==> config.mk <==
export PLATFORM = sky130hd
export DESIGN_NAME = prime_counter_trial_division_top
export DESIGN_NICKNAME = d
export VERILOG_FILES = /design/src/rtl/pctd_pkg.sv /design/src/rtl/pctd_rem.sv /design/src/rtl/prime_counter_trial_division_top.sv
export VERILOG_INCLUDE_DIRS = /design/src /design/src/rtl
export SDC_FILE = /design/constraint.sdc
export NUM_CORES = 1
export LEC_CHECK = 0
export BUFFER_PORTS_ARGS = -buffer_cell sky130_fd_sc_hd__buf_2
export CAP_MARGIN = 20
export CORE_MARGIN = 5
export CORE_UTILIZATION = 40
export CTS_CLUSTER_DIAMETER = 50
export CTS_CLUSTER_SIZE = 14
export DETAILED_ROUTE_END_ITERATION = 10
export PLACE_DENSITY = 0.55
export SYNTH_ARGS = -nofsm -noshare
export SYNTH_HDL_FRONTEND = slang
export SYNTH_SLANG_ARGS = --single-unit
==> constraint.sdc <==
create_clock -name clk -period 4.4 [get_ports clk]
set_clock_uncertainty 0.2 [all_clocks]
set_input_delay 0.22 -clock clk [delete_from_list [all_inputs] [get_ports clk]]
set_output_delay 0.22 -clock clk [all_outputs]
set_load 0.02 [all_outputs]
==> src/rtl/prime_counter_trial_division_top_defines.svh <==
// Assertion macros for the prime counter trial division block.
// Included by the top level; relies on clk and rst in the including scope.
`ifndef PRIME_COUNTER_TRIAL_DIVISION_TOP_DEFINES_SVH
`define PRIME_COUNTER_TRIAL_DIVISION_TOP_DEFINES_SVH

// Implication checked at every edge outside reset.
`define PCTD_ASSERT_IMP(lbl, ante, cons, msg) \
  lbl: assert property (@(posedge clk) disable iff (rst) (ante) |-> (cons)) \
    else $error(msg);

// Condition that must never hold outside reset.
`define PCTD_ASSERT_NEVER(lbl, cond, msg) \
  lbl: assert property (@(posedge clk) disable iff (rst) !(cond)) \
    else $error(msg);

`endif

==> src/rtl/pctd_pkg.sv <==
// Shared types for the prime counter trial division block.
// No dependencies; used by pctd_rem and the top level.
`default_nettype none

package pctd_pkg;

  // Command from the sequencer to the remainder unit.
  typedef struct packed {
    logic start;
  } rem_ctrl_t;

  // Status from the remainder unit back to the sequencer.
  typedef struct packed {
    logic done;   // one-cycle pulse, remainder ready
    logic zero;   // remainder is zero, valid with done
  } rem_stat_t;

endpackage

`default_nettype wire

==> src/rtl/pctd_rem.sv <==
// Bit-serial remainder unit: dividend mod divisor, one dividend bit per cycle.
// Depends on pctd_pkg for the control and status structs.
`default_nettype none

module pctd_rem #(
  parameter int DATA_WIDTH = 32,
  parameter int DIV_WIDTH  = 17
) (
  input  wire logic                    clk,
  input  wire logic                    rst,
  input  wire pctd_pkg::rem_ctrl_t     ctrl,
  input  wire logic [DATA_WIDTH-1:0]   dividend,
  input  wire logic [DIV_WIDTH-1:0]    divisor,
  output pctd_pkg::rem_stat_t          stat
);
  import pctd_pkg::*;

  localparam int CNT_W = $clog2(DATA_WIDTH + 1);

  logic [DATA_WIDTH-1:0] sh;
  logic [DIV_WIDTH-1:0]  r;
  logic [CNT_W-1:0]      cnt;
  logic                  done;

  logic [DIV_WIDTH:0]    trial;
  logic [DIV_WIDTH:0]    diff;
  logic                  ge;

  // Bring down the next dividend bit and subtract if it fits.
  assign trial = {r, sh[DATA_WIDTH-1]};
  assign diff  = trial - {1'b0, divisor};
  assign ge    = trial >= {1'b0, divisor};

  always_ff @(posedge clk) begin
    if (rst) begin
      cnt  <= '0;
      done <= 1'b0;
    end else if (ctrl.start) begin
      cnt  <= CNT_W'(DATA_WIDTH);
      done <= 1'b0;
    end else if (cnt != '0) begin
      cnt  <= cnt - CNT_W'(1);
      done <= (cnt == CNT_W'(1));
    end else begin
      done <= 1'b0;
    end
  end

  always_ff @(posedge clk) begin
    if (ctrl.start) begin
      sh <= dividend;
      r  <= '0;
    end else if (cnt != '0) begin
      sh <= {sh[DATA_WIDTH-2:0], 1'b0};
      r  <= ge ? diff[DIV_WIDTH-1:0] : trial[DIV_WIDTH-1:0];
    end
  end

  assign stat.done = done;
  assign stat.zero = (r == '0);

endmodule

`default_nettype wire

==> src/rtl/prime_counter_trial_division_top.sv <==
// Top level of the prime counter: trial division sequencer and set counter.
// Depends on pctd_pkg, pctd_rem and prime_counter_trial_division_top_defines.svh.
//
// Each input beat carries a signed number (s_tdata) and an end-of-set mark
// (s_tlast); each yields one output beat with the prime flag (m_tuser), the
// running prime count of the set, saturating (m_tdata), and the echoed mark
// (m_tlast). The count clears after a beat with the mark set. One number is
// worked on at a time. Negative values, 0, 1, 2 and even values go straight
// to the done state after acceptance, without division. Odd values try odd
// divisors from 3 upward while the divisor squared is at most the value; each
// divisor takes a bound check in the check state and then a pass of the
// bit-serial remainder unit, which takes one dividend bit per cycle. A 32-bit
// prime near the top of the range tries about 23170 divisors. A new number is
// taken while the previous result still waits on the output.
`default_nettype none

`include "prime_counter_trial_division_top_defines.svh"

module prime_counter_trial_division_top #(
  parameter int DATA_WIDTH  = 32,
  parameter int COUNT_WIDTH = 16
) (
  input  wire logic                                  clk,
  input  wire logic                                  rst,
  input  wire logic                                  s_tvalid,
  output logic                                       s_tready,
  input  wire logic [((DATA_WIDTH+7)/8)*8-1:0]       s_tdata,   // [DATA_WIDTH-1:0] value
  input  wire logic                                  s_tlast,   // last_item
  output logic                                       m_tvalid,
  input  wire logic                                  m_tready,
  output logic [((COUNT_WIDTH+7)/8)*8-1:0]           m_tdata,   // [COUNT_WIDTH-1:0] prime_count
  output logic                                       m_tuser,   // prime_flag
  output logic                                       m_tlast    // set_done
);
  import pctd_pkg::*;

  localparam int MT_W  = ((COUNT_WIDTH + 7) / 8) * 8;
  localparam int DV_W  = (DATA_WIDTH + 1) / 2 + 1;
  localparam int SQ_W  = DATA_WIDTH + 1;

  localparam logic [1:0] ST_IDLE  = 2'd0;
  localparam logic [1:0] ST_CHECK = 2'd1;
  localparam logic [1:0] ST_DIV   = 2'd2;
  localparam logic [1:0] ST_DONE  = 2'd3;

  logic [1:0]             state;
  logic [DATA_WIDTH-1:0]  value;
  logic                   last;
  logic                   prime;
  logic [DV_W-1:0]        divisor;
  logic [SQ_W-1:0]        square;
  logic [COUNT_WIDTH-1:0] running_count;
  logic [COUNT_WIDTH-1:0] out_count;

  logic [DATA_WIDTH-1:0]  in_value;
  logic                   in_accept;
  logic                   in_trivial_no;
  logic                   in_is_two;
  logic                   out_free;
  logic [COUNT_WIDTH-1:0] count_next;

  rem_ctrl_t              rem_ctrl;
  rem_stat_t              rem_stat;

  assign in_value      = s_tdata[DATA_WIDTH-1:0];
  assign s_tready      = (state == ST_IDLE);
  assign in_accept     = s_tvalid && s_tready;
  // Negative, zero, one or even values settle without division; two alone of them is prime.
  assign in_is_two     = (in_value == DATA_WIDTH'(2));
  assign in_trivial_no = in_value[DATA_WIDTH-1] || (in_value[DATA_WIDTH-1:1] == '0) ||
                         (!in_value[0] && !in_is_two);
  assign out_free      = !m_tvalid || m_tready;
  assign count_next    = (prime && (running_count != '1)) ?
                         running_count + COUNT_WIDTH'(1) : running_count;

  assign rem_ctrl.start = (state == ST_CHECK) && (square <= {1'b0, value});

  pctd_rem #(
    .DATA_WIDTH (DATA_WIDTH),
    .DIV_WIDTH  (DV_W)
  ) u_rem (
    .clk      (clk),
    .rst      (rst),
    .ctrl     (rem_ctrl),
    .dividend (value),
    .divisor  (divisor),
    .stat     (rem_stat)
  );

  always_ff @(posedge clk) begin
    if (rst) begin
      state         <= ST_IDLE;
      running_count <= '0;
      m_tvalid      <= 1'b0;
    end else begin
      if (state == ST_DONE && out_free) begin
        m_tvalid <= 1'b1;
      end else if (m_tready) begin
        m_tvalid <= 1'b0;
      end
      case (state)
        ST_IDLE: begin
          if (in_accept) begin
            state <= (in_trivial_no || in_is_two) ? ST_DONE : ST_CHECK;
          end
        end
        ST_CHECK: begin
          // Divisor squared past the value: no factor found.
          state <= rem_ctrl.start ? ST_DIV : ST_DONE;
        end
        ST_DIV: begin
          if (rem_stat.done) begin
            state <= rem_stat.zero ? ST_DONE : ST_CHECK;
          end
        end
        ST_DONE: begin
          if (out_free) begin
            running_count <= last ? '0 : count_next;
            state         <= ST_IDLE;
          end
        end
        default: begin
          state <= ST_IDLE;
        end
      endcase
    end
  end

  always_ff @(posedge clk) begin
    if (in_accept) begin
      value   <= in_value;
      last    <= s_tlast;
      prime   <= in_is_two || !in_trivial_no;
      divisor <= DV_W'(3);
      square  <= SQ_W'(9);
    end else if (state == ST_DIV && rem_stat.done) begin
      if (rem_stat.zero) begin
        prime <= 1'b0;
      end else begin
        // Advance to the next odd divisor: (d+2)^2 = d^2 + 4d + 4.
        divisor <= divisor + DV_W'(2);
        square  <= square + SQ_W'({divisor, 2'b00}) + SQ_W'(3'd4);
      end
    end
  end

  always_ff @(posedge clk) begin
    if (state == ST_DONE && out_free) begin
      out_count <= count_next;
      m_tuser   <= prime;
      m_tlast   <= last;
    end
  end

  assign m_tdata = MT_W'(out_count);

  `PCTD_ASSERT_IMP(a_rem_done_in_div, rem_stat.done, state == ST_DIV,
                   "remainder finished outside the divide state")
  `PCTD_ASSERT_IMP(a_out_from_done, $rose(m_tvalid), $past(state) == ST_DONE,
                   "output beat raised without a finished test")
  `PCTD_ASSERT_NEVER(a_prime_count_zero, m_tvalid && m_tuser && (out_count == '0),
                     "prime beat reports a zero count")

endmodule

`default_nettype wire
==> run summary, run 1 <==
Sw Pwr = 0.00209 W
Vias in the first global route = 7,481
I/O pins = 57
DR vias = 7,698
Startpoint Class = flip-flop
Routability cong. = 0.828
Clock Sinks = 173
Fin worst setup slack = 797 ps
Core Footprint = 24,200 µm²
Num CTS Buffers = 17
Clk Latency, worst-skew pair = 440 ps
Syn Nets = 1,133
Chip Height = 166 µm
Int Pwr = 0.00378 W
Layout cells sized above 1 = 0.129
Sw frac = 0.356
# Post-CTS Setup Buffers = 0
First-pass GRT wire length = 38,200 µm
Detailed Place HPWL = 16,200 µm
Fmax = 278 MHz
Die width = 166 µm
Post-Syn Area = 9780 µm²
Critical path fanouts, max = 19
First DRT Iteration DRCs = 319
VDD IR max = 244 µV
CTS H-tree depth = 4
Crit path DAT = 3740 ps
Slew Viols, Final = 0
Run status = complete, no violations
Logic pwr share = 0.340
Finished Layout Cells = 1,435
TritonRoute pass-1 iters = 5
Clock Path Buffers = 2
Total GRT Usage = 0.167
# diodes = 0
Rows = 57
Hold Buf Count CTS = 35
Full die area = 27,700 µm²
CTS tree = yes
Ys flop type = dfxtp_1
Largest net degree at the start of global routing = 40
Setup TNS = 0 ps
Least-Margin Pin Slew = 914 ps
Clock power share = 0.261
Critical Path RT = 4530 ps
Min Tclk post-route = 3600 ps
MaxCap Viol Count = 0
Sequential-to-total area share from yosys stat = 0.440
CP endpoint kind = flip-flop
Area Growth Syn to Fin = 16.2%
Post-synth EDFFs = 84
Syn Inst Count = 1,012
Antenna Violating Nets Remaining = 0
Fin crit share = 0.819
Vias per inst = 5.36
Kind of critical path = reg2reg
Final Hold Viols = 0
DRC viols = 0
CTS clk-pin slew, worst paths = 70 ps
Library cells used by synthesis = 67
Pwr/cell area = 517 nW/µm²
Port Buffer Count = 56
Post-cts sizing count = 0
Ys Warns = 0
Rel. slew slack = 0.391
Inst Count DP = 1,368
Initial antenna violation count = 0
Unrepaired setup endpoints after global routing = no
Syn avg cell area = 9.66 µm²
Nets = 1,219
WL/cell = 15.9 µm
Global route overflow = 0
FF+latch count, synth = 173
Initial Util = 0.405
Worst hold path type = in2reg
Setup violations, final = 0
DP Worst Slack = 827 ps
Sequential share of power = 0.400
Async SR Flop Fraction = 0
Routed wire length = 22,800 µm
Root Driver = clkbuf_16
Static Leak = 4.62 nW
==> state kept, by name (all words and copies together) (netlist names) <==
register	flops
divisor	16
last	1
m_tdata	16
m_tlast	1
m_tuser	1
m_tvalid	1
prime	1
running_count	16
square	30
state	2
u_rem.cnt	6
u_rem.done	1
u_rem.r	17
u_rem.sh	32
value	32
==> layout by cell type (no fill, tap or decap), types with 6 or more instances in the layout <==
master,synthesis,routed
a211oi_1,14,14
a21o_1,18,18
a21oi_1,59,59
a22oi_1,11,11
a311oi_1,12,12
a31oi_1,8,8
and2_1,10,10
and3_1,18,18
buf_2,2,56
buf_4,2,9
clkbuf_16,0,18
dfxtp_1,89,89
dlygate4sd3_1,0,35
edfxtp_1,84,84
ha_1,82,82
inv_1,66,66
mux2_2,32,32
mux2i_1,6,6
nand2_1,81,80
nand2b_1,6,6
nand3_1,25,25
nand4_1,13,13
nor2_1,90,90
nor2b_1,6,6
nor3_1,23,23
nor4_1,17,17
o211ai_1,12,12
o21a_1,12,12
o21ai_0,48,48
o31ai_1,7,7
or3_1,25,25
or4_1,7,7
xnor2_1,26,26
xor2_1,17,17
==> metal layers <==
| layer | vias up | global-route usage | part of all wire | wire (µm) |
|---|---|---|---|---|
| li1 | 3903 | - | - | - |
| met1 | 3631 | 0.225 | 0.48 | 11000 |
| met2 | 137 | 0.273 | 0.46 | 10500 |
| met3 | 27 | 0.0300 | 0.034 | 781 |
| met4 | 0 | 0.0551 | 0.019 | 442 |
| met5 | - | 0 | 0 | 0 |
==> stage by stage <==
step                      hold WS (ps)   util  total power, W  cell area [µm²]
after floorplan                    119      -         0.00387             9780
after global placement             200  0.431         0.00435            10400
after detailed placement           199  0.431         0.00436            10400
after CTS                         43.4  0.470         0.00593            11400
after global routing              82.8  0.470         0.00628            11400
final                             59.1  0.470         0.00587            11400
==> worst max-delay path, stage by stage, from the launching register on <==
cell and delay (ps):
edfxtp_1 470, inv_1 100, fa_1 380, nand2b_1 200, a21oi_2 220, o21ai_1 190
a2111oi_1 790, nor2_4 240, or3_1 430, a311oi_1 270
==> area by class of cell <==
| class | count | area, µm² |
|---|---|---|
| clock buffer | 20 | 478 |
| clock inverter | 12 | 118 |
| fill | 2262 | 12800 |
| inverter | 68 | 255 |
| multi-input combinational | 737 | 5090 |
| sequential | 173 | 4300 |
| tap | 324 | 405 |
| timing repair buffer | 101 | 718 |
==> power by group through the flow <==
stage,registers [W],logic [W],clock network (W)
finish,0.00235,0.00199,0.00153
floorplan,0.00231,0.00156,0
global route,0.00239,0.00227,0.00163
detailed placement,0.00238,0.00198,0
global placement,0.00239,0.00197,0
CTS,0.00235,0.00201,0.00156
==> path summary, 6_finish.rpt <==
path,start,endpoint,slack [ps],depth (start not counted)
max,u_rem.sh[31],u_rem.r[5],800,9
min,rst,running_count[4],60,2
max reg2reg,u_rem.sh[31],u_rem.r[5],800,9
min reg2reg,u_rem.cnt[4],u_rem.cnt[4],280,2
==> synthesized netlist by cell type (all sizes together), types with 7 or more instances <==
| master | n | area share |
|---|---|---|
| nor2 | 91 | 0.036 |
| dfxtp | 89 | 0.18 |
| edfxtp | 84 | 0.26 |
| ha | 82 | 0.10 |
| nand2 | 81 | 0.031 |
| inv | 67 | 0.026 |
| a21oi | 60 | 0.031 |
| o21ai | 49 | 0.025 |
| mux2 | 32 | 0.037 |
| xnor2 | 26 | 0.023 |
| clkbuf | 25 | 0.0096 |
| nand3 | 25 | 0.013 |
| or3 | 25 | 0.016 |
| nor3 | 23 | 0.012 |
| a21o | 18 | 0.014 |
| and3 | 18 | 0.012 |
| nor4 | 17 | 0.011 |
| xor2 | 17 | 0.015 |
| a211oi | 14 | 0.011 |
| nand4 | 14 | 0.0096 |
| a311oi | 12 | 0.011 |
| o211ai | 12 | 0.0092 |
| o21a | 12 | 0.0092 |
| a22oi | 11 | 0.0084 |
| and2 | 10 | 0.0064 |
| buf | 9 | 0.0045 |
| a31oi | 8 | 0.0051 |
| o31ai | 7 | 0.0054 |
| or4 | 7 | 0.0054 |
==> cells by family (layout without fill, tap and decap cells) <==
logic type | after synthesis | after routing | share of synthesized area
AOI/OAI and AO/OA | 230 | 230 | 0.154
xor gates and xnor gates | 43 | 43 | 0.0385
adders and majority gates | 84 | 84 | 0.109
buffers and inverters | 102 | 201 | 0.0402
DFF | 173 | 173 | 0.440
muxes | 38 | 38 | 0.0430
and+or+nand+nor | 342 | 342 | 0.175
Note: power is estimated with default switching activity, not from simulation.
==> run 2: changes to the inputs <==
==> constraint.sdc (replaced) <==
create_clock -name clk -period 3.42 [get_ports clk]
set_clock_uncertainty 0.2 [all_clocks]
set_input_delay 0.171 -clock clk [delete_from_list [all_inputs] [get_ports clk]]
set_output_delay 0.171 -clock clk [all_outputs]
set_load 0.02 [all_outputs]
==> run summary, run 2 (synthesis results as in run 1) <==
Run status = complete, no violations
MaxCap Viol Count = 0 (unchanged)
R2R Path Start = divisor[12]
Clk Latency, worst-skew pair = 430 ps (about the same)
Startpoint Class = flip-flop
Core Footprint = 24,200 µm² (unchanged)
Met2 GRT Util = 0.277 (+0.00336)
Slew Viols, Final = 0 (unchanged)
CP endpoint kind = flip-flop
WL/cell = 15.8 µm (-0.85%)
Antenna Violating Nets Remaining = 0 (unchanged)
Worst Reg-to-Reg Cells = 9 (unchanged)
I/O pins = 57 (unchanged)
Gr busiest metal = met2
Layout cells sized above 1 = 0.132 (+0.00355)
Num CTS Buffers = 17 (unchanged)
Most frequent cells in the layout = nor2_1, dfxtp_1, edfxtp_1
Kind of critical path = reg2reg
Setup TNS = 0 ps (unchanged)
Vias per inst = 5.30 (-1.2%)
Min Tclk post-route = 3230 ps (-369 ps)
First DRT Iteration DRCs = 358 (+12%)
Pwr/cell area = 679 nW/µm² (+31%)
GR Util met3 = 0.0359 (+0.00595)
Inst Count DP = 1,375 (+0.51%)
Rows = 57 (unchanged)
Area Growth Syn to Fin = 17.8%
Critical Path RT = 3560 ps (-970 ps)
Global route overflow = 0 (unchanged)
VDD IR max = 361 µV (+48%)
DRC viols = 0 (unchanged)
# diodes = 0 (unchanged)
Critical path fanouts, max = 19 (unchanged)
Largest net degree at the start of global routing = 37 (-7.5%)
Critical path's most frequent cell = or3_1
Clock Sinks = 173 (unchanged)
CP cell instances = inv_1 -> ha_1 -> nand4_2 -> or3_1 -> or4_1 -> o2111ai_2 -> nor2_4 -> or3_1 -> a311oi_1
DR vias = 7,649 (-0.64%)
CTS clk-pin slew, worst paths = 70 ps (about the same)
CP Capture Point = u_rem.r[5]
Vias in the first global route = 7,696 (+2.9%)
Port Buffer Count = 56 (unchanged)
Rel. slew slack = 0.389 (-0.00226)
Initial antenna violation count = 0 (unchanged)
CP Depth = 9 (unchanged)
Crit path DAT = 3380 ps (-360 ps)
Finished Layout Cells = 1,443 (+0.56%)
Crit. Startpoint = divisor[12]
Least-Margin Pin Slew = 905 ps (-8.10 ps)
FF-to-FF setup slack = 190 ps (-610 ps)
CTS H-tree depth = 4 (unchanged)
CTS tree = yes
Routed wire length = 22,700 µm (-0.30%)
Worst r2r dst = u_rem.r[5]
Initial Util = 0.405 (unchanged)
Routability cong. = 0.888 (+7.3%)
Worst hold path type = in2reg
TritonRoute pass-1 iters = 4 (-1)
CP delay by family, top = simple AND/OR/NAND/NOR gates
Fmax = 309 MHz (+11%)
Buffers & Inverters on Critical Path = 1 (unchanged)
Die width = 166 µm (unchanged)
Fin crit share = 0.946 (+0.127)
Most common cell after layout, fill and taps aside = nor2_1
Total GRT Usage = 0.167 (-0.000226)
Worst Hold Slack = 261 ps (+202 ps)
Nets = 1,227 (+0.66%)
Root Driver = clkbuf_16
Clock Path Buffers = 2 (unchanged)
Full die area = 27,700 µm² (unchanged)
Final Hold Viols = 0 (unchanged)
Unrepaired setup endpoints after global routing = no
Top Registers = u_rem.sh: 32 flops, value: 32 flops, square: 30 flops
First-pass GRT wire length = 38,400 µm (+0.67%)
Static Leak = 4.71 nW (+1.8%)
Met1 usage = 0.228 (+0.00264)
Chip Height = 166 µm (unchanged)
Slowest CP cell = or4_1
Setup violations, final = 0 (unchanged)
Slowest stage delay, CP = 550 ps (-240 ps)
Detailed Place HPWL = 16,200 µm (about the same)
==> run 2: stage by stage <==
step	utilization	setup slack, ps	area (µm²)	total power (W)
final	0.476	186	11500	0.00782
after global routing	0.476	4.76	11500	0.00835
after CTS	0.476	165	11500	0.00786
after detailed placement	0.435	196	10500	0.00570
after global placement	0.435	282	10500	0.00569
after floorplan	-	191	9780	0.00497
==> run 2: worst min-delay path by stage <==
stage                startpoint        end  depth (start not counted)
CTS                 s_tdata[11]  value[11]                          2
global route            s_tlast       last                          2
finish              s_tdata[15]  value[15]                          2
floorplan               s_tlast       last                          0
global placement        s_tlast       last                          1
detailed placement      s_tlast       last                          1
==> run 2: power by group <==
part / switching, W / internal [W] / total [W] / leakage (nW)
sequential: 0.000270 / 0.00274 / 0.00301 / 1.54
clock: 0.000875 / 0.00125 / 0.00212 / 0.308
combinational: 0.00153 / 0.00115 / 0.00269 / 2.86
total: 0.00268 / 0.00514 / 0.00782 / 4.71
==> run 2: what timing repair did <==
action                     4_1_cts  5_1_grt
gates resized for setup          0        1
hold buffers                    36        0
setup buffers                    0        0
setup endpoints to repair        0        1
hold endpoints to repair        44        0
==> run 2: layer usage <==
metal | share of wire | routed length (µm)
met5 | 0 | 0
met4 | 0.010 | 232
met3 | 0.036 | 827
met2 | 0.46 | 10500
met1 | 0.49 | 11200
==> run 2: layout make-up <==
class	count	area [µm²]
Sequential cell	173	4300
Inverter	68	255
Tap cell	324	405
Timing Repair Buffer	109	831
Clock inverter	13	201
Multi-Input combinational cell	737	5090
Fill cell	2237	12700
Clock buffer	19	433
